$ cat src/hw/rtl/mvt_pkg.sv
package mvt_pkg;

    localparam int NUM_LANES = 4;
    localparam int DATA_W    = 32;
    localparam int CFG_W     = 64;
    localparam int CFG_REGS  = 8;
    localparam int CFG_IDX_W = 3;

    localparam logic [DATA_W-1:0] SAT_MAX = 32'h7FFF_FFFF;
    localparam logic [DATA_W-1:0] SAT_MIN = 32'h8000_0000;

    // identity matrix, 1.0 on the diagonal
    localparam logic [CFG_W-1:0] CFG_RESET [CFG_REGS] = '{
        64'h0000_0000_0001_0000,
        64'h0000_0000_0000_0000,
        64'h0001_0000_0000_0000,
        64'h0000_0000_0000_0000,
        64'h0000_0000_0000_0000,
        64'h0000_0000_0001_0000,
        64'h0000_0000_0000_0000,
        64'h0001_0000_0000_0000
    };

    // stage load enables shared by all lanes
    typedef struct packed {
        logic load;
        logic adv2;
        logic adv3;
    } mvt_pipe_ctrl_t;

endpackage

$ cat src/hw/rtl/mvt_merge.sv
module mvt_merge
    import mvt_pkg::*;
(
    input  logic                     clk,
    input  logic                     rst_n,
    input  logic                     lane_valid,
    output logic                     lane_ready,
    input  logic signed [DATA_W-1:0] lane_res [NUM_LANES],
    input  logic [NUM_LANES-1:0]     lane_sat,
    output logic                     out_valid,
    input  logic                     out_ready,
    output logic signed [DATA_W-1:0] out_res [NUM_LANES],
    output logic                     out_ovf
);

    logic                     out_valid_reg;
    logic                     skid_valid_reg;
    logic signed [DATA_W-1:0] out_res_reg  [NUM_LANES];
    logic signed [DATA_W-1:0] skid_res_reg [NUM_LANES];
    logic                     out_ovf_reg;
    logic                     skid_ovf_reg;

    logic out_free;
    logic up_fire;
    logic ovf_next;

    assign lane_ready = !skid_valid_reg;
    assign up_fire    = lane_valid && lane_ready;
    assign out_free   = !out_valid_reg || out_ready;
    assign ovf_next   = |lane_sat;

    always_ff @(posedge clk or negedge rst_n)
    begin
        if (!rst_n)
        begin
            out_valid_reg  <= 1'b0;
            skid_valid_reg <= 1'b0;
        end
        else if (out_free)
        begin
            out_valid_reg  <= skid_valid_reg || up_fire;
            skid_valid_reg <= 1'b0;
        end
        else if (up_fire)
        begin
            skid_valid_reg <= 1'b1;
        end
    end

    always_ff @(posedge clk)
    begin
        if (out_free)
        begin
            if (skid_valid_reg)
            begin
                out_res_reg <= skid_res_reg;
                out_ovf_reg <= skid_ovf_reg;
            end
            else if (up_fire)
            begin
                out_res_reg <= lane_res;
                out_ovf_reg <= ovf_next;
            end
        end
        else if (up_fire)
        begin
            skid_res_reg <= lane_res;
            skid_ovf_reg <= ovf_next;
        end
    end

    assign out_valid = out_valid_reg;
    assign out_res   = out_res_reg;
    assign out_ovf   = out_ovf_reg;

`ifndef SYNTH
    a_skid_behind_out: assert property (@(posedge clk) disable iff (!rst_n)
        skid_valid_reg |-> out_valid_reg)
        else $error("skid entry held without an output entry");

    a_skid_drains: assert property (@(posedge clk) disable iff (!rst_n)
        skid_valid_reg && out_ready |=> !skid_valid_reg && out_valid_reg)
        else $error("skid entry not moved to output");
`endif

endmodule

$ cat config.mk
export PLATFORM = sky130hd
export DESIGN_NAME = mvt_merge
export DESIGN_NICKNAME = d
export VERILOG_FILES = /design/src/hw/rtl/mvt_pkg.sv /design/src/hw/rtl/mvt_merge.sv
export SDC_FILE = /design/constraint.sdc
export NUM_CORES = 1
export LEC_CHECK = 0
export ABC_AREA = 1
export BUFFER_PORTS_ARGS = -buffer_cell sky130_fd_sc_hd__buf_2
export CORE_MARGIN = 2
export CORE_UTILIZATION = 45
export CTS_CLUSTER_SIZE = 30
export DETAILED_ROUTE_END_ITERATION = 7
export GPL_TIMING_DRIVEN = 0
export PLACE_DENSITY_LB_ADDON = 0.15
export SLEW_MARGIN = 10
export SYNTH_ARGS = -nofsm -noshare
export SYNTH_HDL_FRONTEND = slang
export SYNTH_SLANG_ARGS = --single-unit
$ cat constraint.sdc
create_clock -name clk -period 8.45 [get_ports clk]
set_input_delay 1.69 -clock clk [delete_from_list [all_inputs] [get_ports clk]]
set_output_delay 1.69 -clock clk [all_outputs]
set_load 0.03 [all_outputs]
* After elaboration in Yosys (flattened, before gate mapping)
Cells that the tools add are included.
Storage, ports and cells: flip-flop bits (word level) 260, word-level logic and storage cells 29, output and inout bits 131
Operators by class: bitwise logic cells 1, reduce and logical (&&, ||, !) cells 10, muxes and demuxes 6
Operator list (count):
- 128-bit 2-to-1 mux | 2
- 1-bit 2-to-1 mux | 4
- 2-bit AND reduction | 2
- 2-bit nonzero test | 2
- 4-bit OR reduction | 1
- 1-bit zero test | 2
- 1-bit logical OR | 2
- 1-bit logical AND | 1
- 1-bit inverter | 1

* Depth between registers and ports, before layout
Gate-level depths: netlist of run 1.
depth in word-level cells 4, depth in mapped cells 6

* Worst setup path after synthesis of run 1
OpenSTA, ideal clock, no wires.
path kind input to register, start point in lane_valid, end point reg out_ovf_reg (netlist: out_ovf) (enable), data arrival time 7.979 ns, stages on the path 2, setup slack -0.190 ns, buffers on the path 0, path through nor2_1 > a21oi_1
On the way: longest elaborated chain between the ends 3
Ends and longest elaborated chain:
- start: declaration | RTL line mvt_merge.sv:6 | input logic lane_valid,
- 1-bit logical AND | RTL line mvt_merge.sv:28 | assign up_fire = lane_valid && lane_ready;
- 2-bit nonzero test (no line)
- 2-bit AND reduction (no line)
- end signal: assignment | RTL line mvt_merge.sv:57 | out_ovf_reg <= skid_ovf_reg;
- end signal: assignment | RTL line mvt_merge.sv:62 | out_ovf_reg <= ovf_next;
- end: declaration | RTL line mvt_merge.sv:20 | logic out_ovf_reg;
Every way passes these cells. A chain may end at the register's enable or synchronous reset.

* Final worst setup path of run 1
start point reg skid_valid_reg, end point out lane_ready
On the way: longest elaborated chain between the ends 1
Ends and longest elaborated chain:
- start: declaration | RTL line mvt_merge.sv:17 | logic skid_valid_reg;
- start signal: assignment | RTL line mvt_merge.sv:37 | skid_valid_reg <= 1'b0;
- start signal: assignment | RTL line mvt_merge.sv:42 | skid_valid_reg <= 1'b0;
- start signal: assignment | RTL line mvt_merge.sv:46 | skid_valid_reg <= 1'b1;
- 1-bit zero test | RTL line mvt_merge.sv:27 | assign lane_ready = !skid_valid_reg;
- end: declaration | RTL line mvt_merge.sv:7 | output logic lane_ready,
Every way passes these cells.

==> results of run 1 <==
## cell families after synthesis
| kind of cell | share of synthesized area (%) |
|---|---|
| AND/OR/NAND/NOR | 15.6 |
| flip-flops | 81.9 |
| buffers and inverters | 2.38 |
| AO/OA/AOI/OAI | 0.0525 |
## layer usage
metal  global-route usage (%)  up-vias
met5                        0        -
met4                     5.19        0
met3                     7.53       35
met2                     27.5      242
met1                     22.6     2692
li1                         -     2952
## cell usage in the layout, fill, tap and decap left out
cell type and instances:
nand2_1 391, buf_2 283, edfxtp_1 258, clkbuf_16 29, clkbuf_1 13, buf_6 9
buf_12 6, buf_16 5, nor2_1 4, clkinv_2 4, diode_2 3, clkinv_1 3
buf_4 2, clkinvlp_4 2, dfrtp_1 2, inv_4 1, buf_8 1, inv_1 1
a21oi_4 1, nor2_4 1, bufinv_16 1
## metrics by stage
step	power [mW]	hold slack [ns]	worst slack [ns]
after floorplan	1.82	0.491	0.599
after global placement	1.95	0.498	-2.26
after detailed placement	1.96	0.502	5.03
after CTS	3.10	0.509	5.13
after global routing	3.18	0.522	5.09
final	3.06	0.509	5.17
## worst paths after layout
check                                 startpoint        endpoint  cells after the start
worst max-delay path              skid_valid_reg      lane_ready                      4
worst min-delay path            skid_res_reg[27]     out_res[27]                      2
worst max register to register    skid_valid_reg     out_res[49]                      8
worst min register to register  skid_res_reg[27]     out_res[27]                      2
max in group asynchronous                  rst_n  skid_valid_reg                      1
min in group asynchronous                  rst_n       out_valid                      1
## power groups by stage
stage	clock (mW)	combinational, mW	sequential (mW)
global route	1.21	0.417	1.56
floorplan	0	0.110	1.71
global placement	0	0.357	1.59
detailed placement	0	0.387	1.58
finish	1.13	0.381	1.55
CTS	1.16	0.387	1.55
## critical path, cell delays in order, from the launching register on
cell and delay (ns):
dfrtp_1 0.36, buf_4 0.15, inv_4 0.09, buf_2 0.23, buf_2 0.24
## area by class of cell
| class | count | area [sq um] | share of cell area [%] |
|---|---|---|---|
| inverter | 2 | 10.0 | 0.0812 |
| timing repair buffer | 277 | 1590 | 12.9 |
| sequential | 260 | 7800 | 63.3 |
| clock buffer | 42 | 774 | 6.28 |
| tap | 275 | 344 | 2.79 |
| antenna | 3 | 7.51 | 0.0609 |
| clock inverter | 10 | 76.3 | 0.619 |
| multi-input combinational | 397 | 1510 | 12.3 |
| buffer | 29 | 216 | 1.76 |
==> results by group, run 1 <==
Outcome
  – Outcome: complete, no violations

Cells and area
  – # nets final: 1131
  – Core Util, Final: 59.0%
  – Synth-to-Final Area Change: 29.5%
  – Fillers: 1751
  – Layout cells sized above 1: 33.9%
  – Post-route cell area: 12300 sq um
  – Non-Filler Instances: 1295

Clocking
  – Cts repair resizes: 0
  – Clk Latency, worst-skew pair: 0.53 ns
  – Num CTS Buffers: 28
  – Worst-path clk slew: 0.06 ns
  – CTS tree: done
  – Setup bufs post-CTS: 0
  – Hold Buf Count CTS: 0
  – Clk root buf: clkbuf_16
  – Clock Tree Buf Depth: 3
  – CTS Sinks: 260
  – H-Tree Depth: 1

Synth
  – Ys flop type: edfxtp_1
  – Library cells used by synthesis: 11
  – Top post-synthesis cells by area: edfxtp_1 81%, nand2_1 15%, buf_6 1.1%
  – Post-synth EDFFs: 258
  – Syn_nets: 824
  – Post-synthesis register bit count: 260
  – Cell with the most instances after synthesis: nand2_1
  – Largest area contributor in the synthesized netlist: edfxtp_1
  – Mean Syn Cell Area: 13.8 sq um
  – Ys async rst share: 0.769%
  – YS warnings: 0
  – Post-synth top cells: 391 x nand2_1, 258 x edfxtp_1, 17 x buf_2
  – Area share of the largest cell type after synthesis: 81.4%
  – Seq/Total Area, Yosys: 81.9%
  – Mapped cell area: 9520 sq um
  – Mapped Cells: 688

Critical path
  – Element type at the critical path end: primary output
  – Critical path fanouts, max: 10
  – Worst path arrival time: 1.59 ns
  – Crit path launch type: flip-flop
  – WP data required: 6.76 ns
  – Register-to-register setup slack: 6.11 ns
  – CP Class: reg2out

STA
  – Fin. max-slew vios: 0
  – Final Hold Vio Count: 0
  – Post-Route Setup TNS: 0 ns
  – Peak Freq: 0.304 GHz
  – Slew @ Worst Pin: 0.474 ns
  – Final worst-path cycle share: 38.9%
  – Fin Clk Skew: 0.00756 ns
  – RSZ-0062 raised after global routing: false
  – Max_slew headroom: 68.3%
  – Crit path time final: 3.28 ns
  – Final setup viols: 0

Pwr
  – Pwr dens: 248 nW/um^2
  – Clk pwr share: 36.9%
  – Part of the power in combinational logic: 12.5%
  – Internal: 2.31 mW
  – Switching power total: 0.753 mW
  – Leakage power: 5.33 nW
  – Worst vdd ir: 0.160 mV
  – Switching Share: 24.6%
  – Reg power frac: 50.6%

Global route
  – Global route overflow: 0
  – Initial antenna violation count: 3
  – Vias in the first global route: 5903
  – All-Layer GR Usage: 17.6%
  – First-pass GRT wire length: 30.8 mm
  – Pin count of the biggest net entering global routing: 32

Routing
  – Met3 wire len: 2.54 mm
  – Pre-antenna DRT Iters: 4
  – Drt via density: 4.57
  – Routed met1 length: 7.99 mm
  – Routed Wire Length: 20.1 mm
  – Max Used Layer: met4
  – Drt initial violations: 364
  – WL/cell: 15.5 um
  – Routed via count: 5921
  – Remaining DRCs: 0
  – Antenna-violating nets left: 0
  – Wire length on met2: 9.09 mm

Floorplanning
  – Num rows: 53
  – Boundary Pins: 267
  – Die W: 149 um
  – Area of the core: 20900 sq um
  – DIE AREA: 22300 sq um
  – Initial Utilization: 45.6%
  – Die Span Y: 149 um

Place
  – Post-placement cell area: 11500 sq um
  – Port Buffer Count: 266
  – RePlAce Congestion: 0.750
  – Placed cells: 1240
  – DP HPWL: 13.9 mm

Worst hold path
  – Hold Crit Class: reg2reg

Flow run
  – Max Cap Viol: 0
(Power assumes the default switching activity.)
==> run 2: changes to the inputs <==
==> constraint.sdc (replaced) <==
create_clock -name clk -period 2.64 [get_ports clk]
set_input_delay 0.528 -clock clk [delete_from_list [all_inputs] [get_ports clk]]
set_output_delay 0.528 -clock clk [all_outputs]
set_load 0.03 [all_outputs]
==> run 2 against run 1 <==
  * Hold slack worse by 0.31 ns
  * Setup slack worse by 4.8 ns
  * Clock skew is 0.0023 ns higher
  * Via count is 0.20% higher
  * Design area is 0.25% higher
  * Sequential share of layout area is 0.15 points lower
  * Largest cell class unchanged
  * Highest routed layer is now met5
==> results by group, run 2 (synthesized netlist as in run 1, its figures left out) <==
Place
  – RePlAce Congestion: 0.719 (-4.1%)
  – DP HPWL: 13.9 mm (+0.27%)
  – Port Buffer Count: 266 (unchanged)

STA
  – Max_slew headroom: 43.7% (-25 points)
  – Peak Freq: 0.438 GHz
  – Final Hold Vio Count: 0 (unchanged)
  – Fin. max-slew vios: 0 (unchanged)
  – Final worst-path cycle share: 86.5%
  – Crit path time final: 2.28 ns
  – Slew @ Worst Pin: 0.843 ns (+0.369 ns)
  – RSZ-0062 raised after global routing: false
  – Fin Clk Skew: 0.00990 ns (+0.00234 ns)
  – Final setup viols: 0 (unchanged)

Critical path
  – Number of buffers and inverters on the critical path: 5 (+1)
  – WP data required: 2.86 ns (-3.90 ns)
  – Element type at the critical path end: flip-flop
  – CP Cell Sequence: buf_6 > buf_6 > nor2_4 > a21oi_4 > buf_12 > buf_16 > buf_12
  – Register-to-register setup slack: 0.36 ns (-5.75 ns)
  – R2R cell count: 7 (-1)
  – Kind of cell adding the most delay to the critical path: buffers and inverters
  – Crit path max-delay cell type: a21oi_4
  – Crit path launch type: flip-flop
  – Critical Path Max Stage Delay: 0.64 ns (+0.28 ns)
  – RR Startpoint: skid_valid_reg
  – Critical path fanouts, max: 25 (+15)
  – R2r endpoint: out_res[42]
  – Worst path arrival time: 2.50 ns (+0.91 ns)
  – CP Class: reg2reg

Routing
  – Wire length on met2: 9.37 mm (+3.1%)
  – Routed via count: 5933 (+0.20%)
  – Drt initial violations: 298 (-18%)
  – Routed met1 length: 8.47 mm (+6.0%)
  – Max Used Layer: met5
  – Routed Wire Length: 20.2 mm (+0.65%)
  – Drt via density: 4.59 (+0.36%)
  – Remaining DRCs: 0 (unchanged)
  – Pre-antenna DRT Iters: 4 (unchanged)
  – Met3 wire len: 2.03 mm (-20%)
  – WL/cell: 15.6 um (+0.80%)
  – Antenna-violating nets left: 0 (unchanged)

Cells and area
  – # nets final: 1131 (unchanged)
  – Multi-input gate area: 1530 sq um (+0.99%)
  – Sequential cell area: 7800 sq um (about the same)
  – Layout cells sized above 1: 34.4% (+0.49 points)
  – Fillers: 1764 (+0.74%)
  – Core Util, Final: 59.2% (+0.15 points)
  – Synth-to-Final Area Change: 29.9%
  – Leading cell type in the layout, fill and taps excluded: nand2_1
  – Most frequent cells in the layout: 390 x nand2_1, 282 x buf_2, 258 x edfxtp_1

Floorplanning
  – Initial Utilization: 45.6% (unchanged)
  – Area of the core: 20900 sq um (unchanged)
  – Num rows: 53 (unchanged)
  – DIE AREA: 22300 sq um (unchanged)
  – Die W: 149 um (unchanged)
  – Die Span Y: 149 um (unchanged)
  – Boundary Pins: 267 (unchanged)

Pwr
  – Internal: 7.46 mW (+220%)
  – Total power: 9.89 mW (+220%)
  – Part of the power in combinational logic: 12.3% (-0.2 points)
  – Switching Share: 24.5% (-0.060 points)
  – Worst vdd ir: 0.591 mV (+270%)
  – Reg power frac: 50.1% (-0.5 points)
  – Switching power total: 2.43 mW (+220%)
  – Pwr dens: 800 nW/um^2 (+220%)
  – Clk pwr share: 37.6% (+0.7 points)
  – Leakage power: 5.34 nW (+0.24%)

Worst hold path
  – Worst hold start: lane_res[34]
  – Hold Crit Class: in2reg
  – Worst Hold End: skid_res_reg[34]
  – Hold Path Stages: 1 (-1)

Global route
  – All-Layer GR Usage: 18.0% (+0.38 points)
  – First-pass GRT wire length: 31.5 mm (+2.3%)
  – Global route overflow: 0 (unchanged)
  – Vias in the first global route: 5933 (+0.51%)
  – Pin count of the biggest net entering global routing: 29 (-9.4%)
  – Initial antenna violation count: 4 (+1)

Clocking
  – CTS tree: done
  – Clock Tree Buf Depth: 3 (unchanged)
  – Clk root buf: clkbuf_16
  – Num CTS Buffers: 28 (unchanged)
  – CTS Sinks: 260 (unchanged)
  – Worst-path clk slew: 0.06 ns (about the same)
  – H-Tree Depth: 1 (unchanged)
  – Clk Latency, worst-skew pair: 0.52 ns (about the same)

Outcome
  – Outcome: complete, no violations

Flow run
  – Max Cap Viol: 0 (unchanged)
## run 2: power by group through the flow
stage          clock network, mW  logic (mW)  registers, mW
6_report                    3.72        1.22           4.96
3_3_place_gp                   0        1.16           5.07
3_5_place_dp                   0        1.24           5.04
2_1_floorplan                  0       0.360           5.44
4_1_cts                     3.80        1.24           4.96
5_1_grt                     3.98        1.33           4.98
## run 2: repair_timing
| item | in CTS | in global routing |
|---|---|---|
| hold buffers | 1 | 0 |
| buffers inserted | 0 | 0 |
| hold endpoints to repair | 2 | 0 |
| resized for setup | 0 | 0 |
## run 2: layout make-up
class	instances	area share, %
Clock inverter	15	0.992
Buffer	29	1.83
Tap cell	275	2.78
Sequential cell	260	63.1
Clock buffer	37	6.12
Inverter	2	0.0810
Multi-Input combinational cell	397	12.3
Timing Repair Buffer	277	12.7
Antenna cell	1	0.0203
## run 2: metrics by stage
| step | cells | instance area [sq um] | TNS [ns] | hold WS, ns | worst slack (ns) |
|---|---|---|---|---|---|
| CTS | 1292 | 12400 | 0 | 0.173 | 0.288 |
| global route | 1292 | 12400 | 0 | 0.168 | 0.185 |
| floorplan | 688 | 9560 | -117.95 | 0.232 | -0.495 |
| finish | 1293 | 12400 | 0 | 0.197 | 0.356 |
| global placement | 1229 | 11200 | -426.01 | 0.313 | -1.77 |
| detailed placement | 1239 | 11500 | 0 | 0.316 | 0.229 |
## run 2: worst max path at each step
stage / from / depth (start not counted) / slack [ns] / end
finish: skid_valid_reg / 7 / 0.36 / out_res[42]
floorplan: skid_valid_reg / 4 / -0.50 / out_ovf
global route: skid_valid_reg / 7 / 0.18 / out_res[39]
detailed placement: lane_valid / 6 / 0.23 / out_res[60]
global placement: lane_valid / 3 / -1.77 / out_res[78]
CTS: skid_valid_reg / 7 / 0.29 / out_res[64]
## run 2: metal layers
| layer | global-route usage, % | vias up |
|---|---|---|
| li1 | - | 2949 |
| met2 | 29.0 | 219 |
| met1 | 24.0 | 2724 |
| met3 | 6.01 | 35 |
| met5 | 0 | - |
| met4 | 4.14 | 6 |
